==> src/rtl/dtpd_pkg.sv <==
// Shared types and constants for the dual-tone LED PWM dimmer.
// No dependencies; dtpd_if, dtpd_level and the top level import this package.
`default_nettype none

package dtpd_pkg;

    localparam int NUM_CH     = 3;
    localparam int CH_YELLOW  = 0;
    localparam int CH_NEUTRAL = 1;
    localparam int CH_BLUE    = 2;

    localparam int OP_W   = 3;
    localparam int BRI_W  = 13;
    localparam int WB_W   = 14;
    localparam int DUTY_W = 8;
    localparam int LEV_W  = 9;   // squared levels span 0..256
    localparam int SQ_W   = 2 * BRI_W;

    localparam logic [BRI_W-1:0]        LEVEL_FULL = 13'd4096;
    localparam logic signed [WB_W-1:0]  WB_POS_FULL = 14'sd4096;
    localparam logic signed [WB_W-1:0]  WB_NEG_FULL = -14'sd4096;

    localparam logic [DUTY_W-1:0] MIN_LEVEL_RESET = 8'h3F;
    localparam logic [DUTY_W-1:0] MAX_LEVEL_RESET = 8'hFF;
    localparam logic [DUTY_W-1:0] COMPARE_RESET   = 8'hFF;

    localparam int CFG_IDX_W = 1;
    localparam logic [CFG_IDX_W-1:0] CFG_MIN_LEVEL = 1'b0;
    localparam logic [CFG_IDX_W-1:0] CFG_MAX_LEVEL = 1'b1;

    typedef enum logic [OP_W-1:0] {
        OP_TICK   = 3'd0,
        OP_SET    = 3'd1,
        OP_ON     = 3'd2,
        OP_OFF    = 3'd3,
        OP_TOGGLE = 3'd4
    } opcode_t;

    // Squared levels handed from the level stage to the PWM stage
    typedef struct packed {
        logic [LEV_W-1:0] bri_level;
        logic [LEV_W-1:0] wb_level;
        logic             wb_pos;
        logic             wb_neg;
    } level_t;

endpackage

`default_nettype wire

==> src/rtl/dtpd_if.sv <==
// Request and status channels of the dimmer: valid/ready plus payload.
// Depends on dtpd_pkg for field widths.
`default_nettype none

interface dtpd_cmd_if;
    import dtpd_pkg::*;

    logic                    valid;
    logic                    ready;
    logic [OP_W-1:0]         opcode;
    logic [BRI_W-1:0]        brightness;
    logic signed [WB_W-1:0]  white_balance;

    modport source (output valid, output opcode, output brightness,
                    output white_balance, input ready);
    modport sink   (input valid, input opcode, input brightness,
                    input white_balance, output ready);
    modport monitor (input valid, input ready, input opcode, input brightness,
                     input white_balance);
endinterface

interface dtpd_status_if;
    logic valid;
    logic ready;
    logic yellow_pin;
    logic neutral_pin;
    logic blue_pin;
    logic running;

    modport source (output valid, output yellow_pin, output neutral_pin,
                    output blue_pin, output running, input ready);
    modport sink   (input valid, input yellow_pin, input neutral_pin,
                    input blue_pin, input running, output ready);
    modport monitor (input valid, input ready, input yellow_pin,
                     input neutral_pin, input blue_pin, input running);
endinterface

`default_nettype wire

==> src/rtl/dtpd_level.sv <==
// Brightness and balance to squared levels: saturate, take magnitude, square.
// Depends on dtpd_pkg.
`default_nettype none

module dtpd_level (
    input  wire logic [dtpd_pkg::BRI_W-1:0]       brightness,
    input  wire logic signed [dtpd_pkg::WB_W-1:0] white_balance,
    output dtpd_pkg::level_t                      level
);
    import dtpd_pkg::*;

    logic [BRI_W-1:0]       bri_sat;
    logic signed [WB_W-1:0] wb_sat;
    logic signed [WB_W-1:0] wb_neg_val;
    logic [BRI_W-1:0]       wb_mag;
    logic [SQ_W-1:0]        bri_sq;
    logic [SQ_W-1:0]        wb_sq;

    always_comb
    begin
        bri_sat = (brightness > LEVEL_FULL) ? LEVEL_FULL : brightness;

        if (white_balance > WB_POS_FULL)
        begin
            wb_sat = WB_POS_FULL;
        end
        else if (white_balance < WB_NEG_FULL)
        begin
            wb_sat = WB_NEG_FULL;
        end
        else
        begin
            wb_sat = white_balance;
        end

        wb_neg_val = -wb_sat;
        wb_mag     = wb_sat[WB_W-1] ? wb_neg_val[BRI_W-1:0] : wb_sat[BRI_W-1:0];

        bri_sq = {{BRI_W{1'b0}}, bri_sat} * {{BRI_W{1'b0}}, bri_sat};
        wb_sq  = {{BRI_W{1'b0}}, wb_mag} * {{BRI_W{1'b0}}, wb_mag};

        // keep bits 24..16: floor(v*v / 65536)
        level.bri_level = bri_sq[16 +: LEV_W];
        level.wb_level  = wb_sq[16 +: LEV_W];
        level.wb_pos    = !wb_sat[WB_W-1] && (wb_sat != '0);
        level.wb_neg    = wb_sat[WB_W-1];
    end

endmodule

`default_nettype wire

==> src/rtl/dual_tone_led_pwm_dimmer.sv <==
// Dual-tone LED PWM dimmer, top level: an input register and a status register per request.
// A request's status enters the status register as the request leaves the input register.
// Throughput: one request per cycle unless status stalls; squaring, clamping and the PWM update run in one pass.
// Stalls: a held status holds the input register, and cmd.ready then follows status.ready once it is full.
// Reset (rst_n low, asynchronous) empties both registers, stops counting and
// restores min_level 0x3F, max_level 0xFF and compare values 0xFF.
// Depends on dtpd_pkg, dtpd_if and dtpd_level.
`default_nettype none

module dual_tone_led_pwm_dimmer (
    input  wire logic                            clk,
    input  wire logic                            rst_n,
    input  wire logic                            cfg_we,
    input  wire logic [dtpd_pkg::CFG_IDX_W-1:0]  cfg_index,
    input  wire logic [dtpd_pkg::DUTY_W-1:0]     cfg_wdata,
    dtpd_cmd_if.sink                             cmd,
    dtpd_status_if.source                        status
);
    import dtpd_pkg::*;

    // Flow control: the status register takes a new status when it is empty
    // or its status is being taken; the input register takes a request when
    // it is empty or its request moves on into the status register.
    logic rdy_out, rdy_in;

    // Configuration registers
    logic [DUTY_W-1:0] min_level_reg, max_level_reg;

    // Input register: captured request
    logic                   in_valid_reg;
    logic [OP_W-1:0]        in_op_reg;
    logic [BRI_W-1:0]       in_bri_reg;
    logic signed [WB_W-1:0] in_wb_reg;

    // Squared levels of the captured request
    level_t           lvl;

    // PWM state
    logic [DUTY_W-1:0] tick_reg, tick_next;
    logic [DUTY_W-1:0] duty_reg [NUM_CH];
    logic [DUTY_W-1:0] duty_next [NUM_CH];
    logic [DUTY_W-1:0] cmp_reg [NUM_CH];
    logic [DUTY_W-1:0] cmp_next [NUM_CH];
    logic [NUM_CH-1:0] pin_reg, pin_next;
    logic              run_reg, run_next;
    logic              armed_reg, armed_next;

    // Status register
    logic              out_valid_reg;
    logic [NUM_CH-1:0] out_pin_reg;
    logic              out_run_reg;

    // Set command arithmetic
    logic [LEV_W-1:0] diff_level;
    logic [LEV_W-1:0] ch_level [NUM_CH];

    function automatic logic [DUTY_W-1:0] clamp_level(
        input logic [LEV_W-1:0]  lv,
        input logic [DUTY_W-1:0] lo,
        input logic [DUTY_W-1:0] hi
    );
        logic [DUTY_W-1:0] res;
        // max test first, so an inverted window ends at one of its bounds
        if (lv > {1'b0, hi})
        begin
            res = hi;
        end
        else if (lv < {1'b0, lo})
        begin
            res = lo;
        end
        else
        begin
            res = lv[DUTY_W-1:0];
        end
        return res;
    endfunction

    assign rdy_out   = !out_valid_reg || status.ready;
    assign rdy_in    = !in_valid_reg || rdy_out;
    assign cmd.ready = rdy_in;

    assign status.valid       = out_valid_reg;
    assign status.yellow_pin  = out_pin_reg[CH_YELLOW];
    assign status.neutral_pin = out_pin_reg[CH_NEUTRAL];
    assign status.blue_pin    = out_pin_reg[CH_BLUE];
    assign status.running     = out_run_reg;

    // Configuration: to be written only while idle, so no hazard against the pipe; the block does not enforce this
    always_ff @(posedge clk or negedge rst_n)
    begin
        if (!rst_n)
        begin
            min_level_reg <= MIN_LEVEL_RESET;
            max_level_reg <= MAX_LEVEL_RESET;
        end
        else if (cfg_we)
        begin
            case (cfg_index)
                CFG_MIN_LEVEL: min_level_reg <= cfg_wdata;
                CFG_MAX_LEVEL: max_level_reg <= cfg_wdata;
                default:       ;
            endcase
        end
    end

    // Input register: capture the request
    always_ff @(posedge clk or negedge rst_n)
    begin
        if (!rst_n)
        begin
            in_valid_reg <= 1'b0;
        end
        else if (rdy_in)
        begin
            in_valid_reg <= cmd.valid;
        end
    end

    always_ff @(posedge clk)
    begin
        if (rdy_in)
        begin
            in_op_reg  <= cmd.opcode;
            in_bri_reg <= cmd.brightness;
            in_wb_reg  <= cmd.white_balance;
        end
    end

    // Square both inputs of the captured request
    dtpd_level u_level (
        .brightness    (in_bri_reg),
        .white_balance (in_wb_reg),
        .level         (lvl)
    );

    // Per-channel levels for a set: dim the balance side, never below zero
    always_comb
    begin
        diff_level = (lvl.bri_level > lvl.wb_level) ?
                     (lvl.bri_level - lvl.wb_level) : '0;
        ch_level[CH_NEUTRAL] = lvl.bri_level;
        ch_level[CH_YELLOW]  = lvl.wb_pos ? diff_level : lvl.bri_level;
        ch_level[CH_BLUE]    = lvl.wb_neg ? diff_level : lvl.bri_level;
    end

    always_comb
    begin
        tick_next  = tick_reg;
        pin_next   = pin_reg;
        run_next   = run_reg;
        armed_next = armed_reg;
        for (int i = 0; i < NUM_CH; i++)
        begin
            duty_next[i] = duty_reg[i];
            cmp_next[i]  = cmp_reg[i];
        end

        case (in_op_reg)
            OP_TICK:
            begin
                if (run_reg)
                begin
                    tick_next = tick_reg + 1'b1;
                    // wrap raises armed pins before the compare lowers them
                    if ((tick_next == '0) && armed_reg)
                    begin
                        pin_next = '1;
                    end
                    for (int i = 0; i < NUM_CH; i++)
                    begin
                        if (tick_next == cmp_reg[i])
                        begin
                            pin_next[i] = 1'b0;
                            cmp_next[i] = duty_reg[i];
                        end
                    end
                end
            end
            OP_SET:
            begin
                for (int i = 0; i < NUM_CH; i++)
                begin
                    duty_next[i] = clamp_level(ch_level[i], min_level_reg, max_level_reg);
                end
                armed_next = 1'b1;
            end
            OP_ON:
            begin
                run_next = 1'b1;
            end
            OP_OFF:
            begin
                pin_next = '0;
                run_next = 1'b0;
            end
            OP_TOGGLE:
            begin
                if (run_reg)
                begin
                    pin_next = '0;
                    run_next = 1'b0;
                end
                else
                begin
                    run_next = 1'b1;
                end
            end
            default:
            begin
                // unused codes leave the state alone
            end
        endcase
    end

    // Advance the PWM state only as a request leaves the input register
    always_ff @(posedge clk or negedge rst_n)
    begin
        if (!rst_n)
        begin
            tick_reg  <= '0;
            pin_reg   <= '0;
            run_reg   <= 1'b0;
            armed_reg <= 1'b0;
            for (int i = 0; i < NUM_CH; i++)
            begin
                duty_reg[i] <= '0;
                cmp_reg[i]  <= COMPARE_RESET;
            end
        end
        else if (in_valid_reg && rdy_out)
        begin
            tick_reg  <= tick_next;
            pin_reg   <= pin_next;
            run_reg   <= run_next;
            armed_reg <= armed_next;
            for (int i = 0; i < NUM_CH; i++)
            begin
                duty_reg[i] <= duty_next[i];
                cmp_reg[i]  <= cmp_next[i];
            end
        end
    end

    // Status register: hold until the consumer takes it
    always_ff @(posedge clk or negedge rst_n)
    begin
        if (!rst_n)
        begin
            out_valid_reg <= 1'b0;
        end
        else if (rdy_out)
        begin
            out_valid_reg <= in_valid_reg;
        end
    end

    always_ff @(posedge clk)
    begin
        if (rdy_out && in_valid_reg)
        begin
            out_pin_reg <= pin_next;
            out_run_reg <= run_next;
        end
    end

endmodule

`default_nettype wire

==> src/flat_wrapper.sv <==
// flat-port wrapper written by rule: the top's interface ports become plain ports
module dual_tone_led_pwm_dimmer_flat import dtpd_pkg::*;
  (clk, rst_n, cfg_we, cfg_index, cfg_wdata, cmd_valid, cmd_opcode, cmd_brightness, cmd_white_balance, cmd_ready, status_valid, status_yellow_pin, status_neutral_pin, status_blue_pin, status_running, status_ready);
  dtpd_cmd_if cmd_i ();
  dtpd_status_if status_i ();
  input  wire logic clk;
  input  wire logic rst_n;
  input  wire logic cfg_we;
  input  wire logic [dtpd_pkg::CFG_IDX_W-1:0] cfg_index;
  input  wire logic [dtpd_pkg::DUTY_W-1:0] cfg_wdata;
  input wire logic [$bits(cmd_i.valid)-1:0] cmd_valid;
  input wire logic [$bits(cmd_i.opcode)-1:0] cmd_opcode;
  input wire logic [$bits(cmd_i.brightness)-1:0] cmd_brightness;
  input wire logic [$bits(cmd_i.white_balance)-1:0] cmd_white_balance;
  output wire logic [$bits(cmd_i.ready)-1:0] cmd_ready;
  output wire logic [$bits(status_i.valid)-1:0] status_valid;
  output wire logic [$bits(status_i.yellow_pin)-1:0] status_yellow_pin;
  output wire logic [$bits(status_i.neutral_pin)-1:0] status_neutral_pin;
  output wire logic [$bits(status_i.blue_pin)-1:0] status_blue_pin;
  output wire logic [$bits(status_i.running)-1:0] status_running;
  input wire logic [$bits(status_i.ready)-1:0] status_ready;
  assign cmd_i.valid = cmd_valid;
  assign cmd_i.opcode = cmd_opcode;
  assign cmd_i.brightness = cmd_brightness;
  assign cmd_i.white_balance = cmd_white_balance;
  assign cmd_ready = cmd_i.ready;
  assign status_valid = status_i.valid;
  assign status_yellow_pin = status_i.yellow_pin;
  assign status_neutral_pin = status_i.neutral_pin;
  assign status_blue_pin = status_i.blue_pin;
  assign status_running = status_i.running;
  assign status_i.ready = status_ready;
  dual_tone_led_pwm_dimmer u_core (.clk(clk), .rst_n(rst_n), .cfg_we(cfg_we), .cfg_index(cfg_index), .cfg_wdata(cfg_wdata), .cmd(cmd_i), .status(status_i));
endmodule
==> config.mk <==
export PLATFORM = sky130hd
export DESIGN_NAME = dual_tone_led_pwm_dimmer_flat
export DESIGN_NICKNAME = d
export VERILOG_FILES = /design/src/rtl/dtpd_pkg.sv /design/src/rtl/dtpd_if.sv /design/src/rtl/dtpd_level.sv /design/src/rtl/dual_tone_led_pwm_dimmer.sv /design/src/flat_wrapper.sv
export SDC_FILE = /design/constraint.sdc
export NUM_CORES = 1
export LEC_CHECK = 0
export BUFFER_PORTS_ARGS = -buffer_cell sky130_fd_sc_hd__buf_2
export CORE_MARGIN = 5
export CORE_UTILIZATION = 40
export CTS_BUF_LIST = sky130_fd_sc_hd__clkbuf_16
export CTS_CLUSTER_DIAMETER = 200
export DETAILED_ROUTE_END_ITERATION = 10
export GPL_ROUTABILITY_DRIVEN = 1
export GPL_TIMING_DRIVEN = 0
export HOLD_SLACK_MARGIN = 0.08
export PLACE_DENSITY = 0.61
export SYNTH_ARGS = -nofsm -noshare
export SYNTH_HDL_FRONTEND = slang
export SYNTH_SLANG_ARGS = --single-unit
==> constraint.sdc <==
create_clock -name clk -period 12.3 [get_ports clk]
set_input_delay 0 -clock clk [delete_from_list [all_inputs] [get_ports clk]]
set_output_delay 0 -clock clk [all_outputs]
set_load 0.05 [all_outputs]
==> Word level (Yosys, flattened, before mapping) <==
Cells that the tools add are included.
{ "op_classes": {"add_sub_neg": 3, "n_mul": 2, "order_cmp": 10, "n_eq_ne": 7, "n_mux": 22, "bitwise": 1, "n_reduce_logical": 18} }
{ "ops": {"columns": ["operator", "count"], "rows": [
  ["13-bit by 13-bit multiplier with 25-bit output", 2],
  ["8-bit 2-to-1 mux", 6],
  ["14-bit 2-to-1 mux", 2],
  ["9-bit by 8-bit greater-than comparator with 1-bit output", 3],
  ["9-bit by 8-bit less-than comparator with 1-bit output", 3],
  ["9-bit 2-to-1 mux", 3],
  ["13-bit 2-to-1 mux", 2],
  ["8-bit equality test", 3],
  ["14-bit greater-than comparator, second input constant", 1],
  ["14-bit by 13-bit less-than comparator with 1-bit output, second input constant", 1],
  ["14-bit nonzero test", 1],
  ["13-bit greater-than comparator, second input constant", 1],
  ["13-bit negator", 1],
  ["4-bit AND reduction", 3],
  ["9-bit greater-than comparator", 1],
  ["3-bit 2-to-1 mux", 3],
  ["3-bit case mux with 3 select lines", 1],
  ["9-bit subtractor", 1],
  ["8-bit by 1-bit adder with 8-bit output, second input constant", 1],
  ["8-bit logical NOT", 1],
  ["3-bit by 2-bit equality test with 1-bit output, second input constant", 2],
  ["2-bit AND reduction", 3],
  ["1-bit 2-to-1 mux", 4],
  ["3-bit by 1-bit equality test with 1-bit output, second input constant", 1],
  ["other kinds (8)", 13]
]} }
{ "word_totals": {"register_bits": 113, "input_bits": 44, "out_inout_bits": 6, "word_cells": 82} }

==> Longest topological paths before layout <==
{ "logic_depth": {"depth_word": 12, "ltp_mapped": 53, "mapped_depth_nobuf": 52} }

==> By module <==
A second synthesis with hierarchy kept.
{ "unflattened": {"cells_unflattened": 1621, "area_unflattened_um2": 15652.5} }
{ "by_module_without_submodules": {"columns": ["module", "instances", "cells_per_inst", "area_per_inst_um2", "seq_area_each_um2"], "rows": [
  ["dtpd_level", 1, 970, 8640.8, 0.0],
  ["dual_tone_led_pwm_dimmer", 1, 651, 7011.7, 3045.4]
]} }

==> Worst setup path after synthesis <==
OpenSTA, ideal clock, no wires.
{ "synth_path": {"path_type": "register -> register", "startpoint": "register u_core.in_wb_reg[2]", "endpoint": "register u_core.duty_reg[4] in the netlist's numbering", "setup_time_ns": 0.094, "arrival_time_ns": 10.179, "slack_ns": 2.027, "path_stages_with_launch": 52, "path_buffers": 3, "synth_period_minus_slack_ns": 10.273, "cell_sequence": "edfxtp_1 > nor4_1 > nor3b_1 > nand2_1 > nor2_1 > o21a_1 > nand2_1 > ha_1 > nand2_1 > nand2_1 > a21oi_1 > nor2_1 > or2_2 > clkbuf_1 > inv_1 > nor2_1 > fa_1 > inv_1 > [16 not listed] > xnor2_1 > ha_1 > and4_1 > nand3_1 > nand3_1 > o21ai_0 > clkbuf_1 > a21oi_1 > a21oi_1 > ha_1 > a21o_1 > a21o_1 > a21oi_1 > o21ai_0 > a211o_1 > buf_6 > mux2i_1 > a211oi_1"} }
{ "synth_via": {"elab_chain_cells": 12, "elab_cells_between_ends": 15, "classes_between": "add/sub (2); mul (1); order compare (5); mux (7)"} }
{ "synth_lines": {"columns": ["item", "line_no", "source"], "rows": [
  ["start, declared", "dual_tone_led_pwm_dimmer.sv:33", "logic signed [WB_W-1:0] in_wb_reg;"],
  ["start signal, assigned", "dual_tone_led_pwm_dimmer.sv:126", "in_wb_reg <= cmd.white_balance;"],
  ["14-bit by 13-bit less-than comparator with 1-bit output", "dtpd_level.sv:27", "else if (white_balance < WB_NEG_FULL)"],
  ["14-bit 2-to-1 mux", "dtpd_level.sv:27", null],
  ["14-bit 2-to-1 mux *", "dtpd_level.sv:23", "if (white_balance > WB_POS_FULL)"],
  ["13-bit negator", "dtpd_level.sv:36", "wb_neg_val = -wb_sat;"],
  ["13-bit 2-to-1 mux", "dtpd_level.sv:37", "wb_mag = wb_sat[WB_W-1] ? wb_neg_val[BRI_W-1:0] : wb_sat[BRI_W-1:0];"],
  ["13-bit by 13-bit multiplier with 25-bit output", "dtpd_level.sv:40", "wb_sq = {{BRI_W{1'b0}}, wb_mag} * {{BRI_W{1'b0}}, wb_mag};"],
  ["9-bit subtractor or 9-bit greater-than comparator (tied branches)", "dual_tone_led_pwm_dimmer.sv:141, dual_tone_led_pwm_dimmer.sv:140", null],
  ["9-bit 2-to-1 mux", "dual_tone_led_pwm_dimmer.sv:140", "diff_level = (lvl.bri_level > lvl.wb_level) ?"],
  ["9-bit 2-to-1 mux *", "dual_tone_led_pwm_dimmer.sv:144", "ch_level[CH_BLUE] = lvl.wb_neg ? diff_level : lvl.bri_level;"],
  ["9-bit by 8-bit less-than comparator with 1-bit output", "dual_tone_led_pwm_dimmer.sv:68", "else if (lv < {1'b0, lo})"],
  ["8-bit 2-to-1 mux", "dual_tone_led_pwm_dimmer.sv:68", null],
  ["8-bit 2-to-1 mux *", "dual_tone_led_pwm_dimmer.sv:64", "if (lv > {1'b0, hi})"],
  ["end signal, assigned by index", "dual_tone_led_pwm_dimmer.sv:239", "duty_reg[i] <= duty_next[i];"],
  ["end, declared", "dual_tone_led_pwm_dimmer.sv:40", "logic [DUTY_W-1:0] duty_reg [NUM_CH];"]
]} }
Every way passes the cells marked *; elsewhere a longest branch is shown, timed or not.
A chain may end at the register's enable or synchronous reset.

==> Final worst setup path <==
{ "layout_path": {"startpoint": "register u_core.in_wb_reg[2]", "endpoint": "register u_core.duty_reg[18] in the netlist's numbering"} }
{ "layout_via": {"elab_chain_cells": 12, "elab_cells_between_ends": 18, "classes_between": "add/sub (2); mul (1); order compare (5); mux (7); reduce/logical (3)"} }
{ "layout_lines": {"columns": ["item", "line_no", "source"], "rows": [
  ["14-bit by 13-bit less-than comparator with 1-bit output", "dtpd_level.sv:27", null],
  ["14-bit 2-to-1 mux", "dtpd_level.sv:27", null],
  ["14-bit 2-to-1 mux *", "dtpd_level.sv:23", null],
  ["13-bit negator", "dtpd_level.sv:36", null],
  ["13-bit 2-to-1 mux", "dtpd_level.sv:37", null],
  ["13-bit by 13-bit multiplier with 25-bit output", "dtpd_level.sv:40", null],
  ["9-bit subtractor or 9-bit greater-than comparator (tied branches)", "dual_tone_led_pwm_dimmer.sv:141, dual_tone_led_pwm_dimmer.sv:140", null],
  ["9-bit 2-to-1 mux", "dual_tone_led_pwm_dimmer.sv:140", null],
  ["9-bit 2-to-1 mux *", "dual_tone_led_pwm_dimmer.sv:143", "ch_level[CH_YELLOW] = lvl.wb_pos ? diff_level : lvl.bri_level;"],
  ["9-bit by 8-bit less-than comparator with 1-bit output", "dual_tone_led_pwm_dimmer.sv:68", null],
  ["8-bit 2-to-1 mux", "dual_tone_led_pwm_dimmer.sv:68", null],
  ["8-bit 2-to-1 mux *", "dual_tone_led_pwm_dimmer.sv:64", null]
]} }
Marked as above.

==> implementation parameters <==
Parameter                              Value

Synthesis
  Fraction of the yosys area taken by sequential cells ... 19.8%
  Most area-hungry cell type in the Yosys netlist ... sky130_fd_sc_hd__fa_1
  Flip-flop and latch count after synthesis ... 113
  Mean instance size in the synthesized netlist ... 9.51 um2
  Number of warnings reported in the yosys synthesis log ... 0
  Fraction of synthesis flops using an asynchronous set or reset pin ... 69.9%
  Post-Synthesis Cells ... 1,618
  Top post-synthesis cells by area ... sky130_fd_sc_hd__fa_1 25%, sky130_fd_sc_hd__ha_1 15%, sky130_fd_sc_hd__inv_1 7.7%
  Dominant cell by count in the synthesized netlist ... sky130_fd_sc_hd__inv_1
  Leading register cell type out of synthesis ... sky130_fd_sc_hd__dfrtp_1
  Commonest cells in the netlist ... 315 x sky130_fd_sc_hd__inv_1, 191 x sky130_fd_sc_hd__fa_1, 181 x sky130_fd_sc_hd__ha_1, 163 x sky130_fd_sc_hd__nand2_1, 72 x sky130_fd_sc_hd__nor2_1
  Synth unique cells ... 70
  Area of the mapped netlist ... 0.0154 mm2
  EDFF count, synth ... 34
  Fraction of post-synthesis cell area in the top cell type by area ... 24.8%

Global routing
  Number of antenna violations at the first check in global routing ... 0
  Pin count of the biggest net entering global routing ... 72
  Total grt overflow ... 0
  Total global routing track utilization ... 18.0%
  Number of global-route vias before repair ... 11,900
  First-pass GRT wire length ... 60,900 um

Placement
  Final weighted congestion of routability-driven global placement ... 0.868
  Detailed placement HPWL ... 29,700 um
  Number of I/O port buffers ... 49

Finish
  Final Net Count ... 2,179
  Share of post-route cells with drive strength above 1 ... 12.0%
  Total of fill cells in the finished design ... 3,664
  Total inserted antenna cells ... 0
  Area growth from synthesis to layout ... 14.5%

Timing
  Final setup violation count ... 0
  Setup tns final ... 0 ns
  Final critical path time including I/O delays and setup ... 11.48 ns
  Fin Hold WS ... 0.130 ns
  Max-slew violation count ... 0
  Clock Skews ... 0.0120 ns
  Worst Max-Slew Pin Slew ... 0.887 ns
  Max Clk Rate ... 87.1 MHz
  Period utilisation layout ... 93.3%
  Final hold violations ... 0
  Worst slew margin ... 40.5%

Setup path
  Crit Path Class ... reg2reg
  Highest-delay cell along the critical path ... sky130_fd_sc_hd__fa_1
  Kind of launch point of the worst setup path ... flip-flop
  Crit path arrival time ... 11.83 ns
  Reg-to-reg slack, setup ... 0.82 ns
  Reg-to-Reg End ... u_core.duty_reg[18]
  Max stage delay on crit path ... 0.56 ns
  Critical path capture point type ... flip-flop
  Reg-to-reg startpoint ... u_core.in_wb_reg[2]
  Required arrival time at the worst endpoint ... 12.65 ns
  Largest fanout on the critical path ... 10
  R2r worst-path depth ... 49

Worst hold path
  Cell depth of the worst hold path ... 3
  Worst hold path type ... in2reg
  Origin of the worst min-delay path ... cfg_we
  Worst hold endpoint ... u_core.min_level_reg[0]

Routing
  Vias after detailed routing ... 11,400
  Total detailed-routing wirelength ... 36,500 um
  Vias/cell ... 4.99
  Mean routed wirelength per cell ... 15.9 um
  Remaining DRCs ... 0
  1st-iter DRT viols ... 621
  Number of optimization iterations in the first detailed-route pass ... 8
  Post-route ant nets ... 0

Clock tree
  CTS root buffer ... sky130_fd_sc_hd__clkbuf_16
  Sink count of the clock tree ... 113
  Worst-Skew Late Latency ... 0.43 ns
  Maximum clock insertion buffer count ... 2
  Clock-pin slew reported for the worst setup and hold paths after clock tree synthesis ... 0.06 ns
  H-tree levels ... 4
  CTS tree ... built
  Clock buffer count from CTS ... 17

Floorplan
  Effective utilization at floorplan ... 40.7%
  Total core area ... 0.0378 mm2
  Site row count ... 71
  Die area ... 0.0425 mm2
  Die Ht ... 206 um
  Boundary pin count ... 50
  Chip Width ... 206 um

Status
  Run status ... finished clean

Flow run
  Max capacitance violation total ... 0
-- metrics by stage --
step	setup WS [ns]	cells	utilization, %	area (um2)
CTS	0.0401	2284	46.3	17500
detailed placement	-0.820	2205	43.4	16400
global placement	-0.666	2202	43.3	16400
global route	-0.0178	2287	46.6	17600
floorplan	2.03	1642	-	15500
finish	0.818	2287	46.6	17600
-- critical path, delay by kind of cell (launching register included) --
kind                       cells  cell delay (ns)
and+or+nand+nor               17             2.77
AOI/OAI and AO/OA             13             2.61
muxes                          1             0.38
xor gates and xnor gates       1             0.16
buffers and inverters          8             1.13
adders and majority gates      9             3.82
DFF                            1             0.53
-- kinds of logic after synthesis --
logic type                 share of synthesized area (%)
other                                             0.0488
muxes                                               4.72
DFF                                                 19.8
AOI/OAI and AO/OA                                   9.23
xor gates and xnor gates                            4.55
and+or+nand+nor                                     13.3
buffers and inverters                               8.77
adders and majority gates                           39.5
-- final cells by class --
cell class / count / area, um2 / share of cell area [%]
Buffer: 33 / 155 / 0.880
Clock buffer: 20 / 500 / 2.84
Clock inverter: 12 / 104 / 0.589
Inverter: 320 / 1210 / 6.87
Multi-Input combinational cell: 1176 / 11200 / 63.3
Sequential cell: 113 / 3050 / 17.3
Tap cell: 511 / 639 / 3.63
Timing Repair Buffer: 102 / 811 / 4.60
-- repair_timing --
item                       4_1_cts  5_1_grt
setup buffers                    0        3
pin swaps                        0        3
setup endpoints to repair       16       16
hold buffers                    47        0
resized for setup                7       20
hold endpoints to repair       127        0
-- layer usage --
metal	part of all wire [%]	global-route usage, %
met1	46	24.4
met2	49	30.5
met3	3.7	2.90
met4	1.4	3.80
met5	0	0
-- worst max-delay path by stage --
stage	start	endpoint	slack, ns	cells past startpoint
after floorplan	u_core.in_wb_reg[2]	u_core.duty_reg[4]	2.03	51
after global placement	u_core.in_wb_reg[2]	u_core.duty_reg[5]	-0.67	47
after detailed placement	u_core.in_wb_reg[2]	u_core.duty_reg[5]	-0.82	48
after CTS	u_core.in_wb_reg[2]	u_core.duty_reg[20]	0.04	49
after global routing	u_core.in_wb_reg[2]	u_core.duty_reg[18]	-0.02	52
final	u_core.in_wb_reg[2]	u_core.duty_reg[18]	0.82	49
-- cells in the final DEF, fill, tap and decap left out, types with 19 or more instances in the layout --
cell	synthesis	routed
sky130_fd_sc_hd__nand2_1	163	163
sky130_fd_sc_hd__mux2i_1	25	25
sky130_fd_sc_hd__buf_2	1	49
sky130_fd_sc_hd__nand3_1	42	42
sky130_fd_sc_hd__conb_1	2	26
sky130_fd_sc_hd__mux2_2	41	41
sky130_fd_sc_hd__inv_1	315	316
sky130_fd_sc_hd__xnor2_1	51	51
sky130_fd_sc_hd__a21oi_1	53	52
sky130_fd_sc_hd__nor2b_1	19	19
sky130_fd_sc_hd__clkbuf_1	27	24
sky130_fd_sc_hd__dfstp_2	38	38
sky130_fd_sc_hd__dlygate4sd3_1	0	47
sky130_fd_sc_hd__nor2_1	72	72
sky130_fd_sc_hd__fa_1	191	191
sky130_fd_sc_hd__xor2_1	29	28
sky130_fd_sc_hd__and2_1	44	44
sky130_fd_sc_hd__ha_1	181	181
sky130_fd_sc_hd__clkbuf_16	0	20
sky130_fd_sc_hd__o21ai_0	44	42
sky130_fd_sc_hd__dfrtp_1	41	41
sky130_fd_sc_hd__edfxtp_1	34	34
sky130_fd_sc_hd__a21o_1	26	26
Power is not shown: default switching activity piles up to over one toggle a cycle in this logic, so the estimate is an artifact.
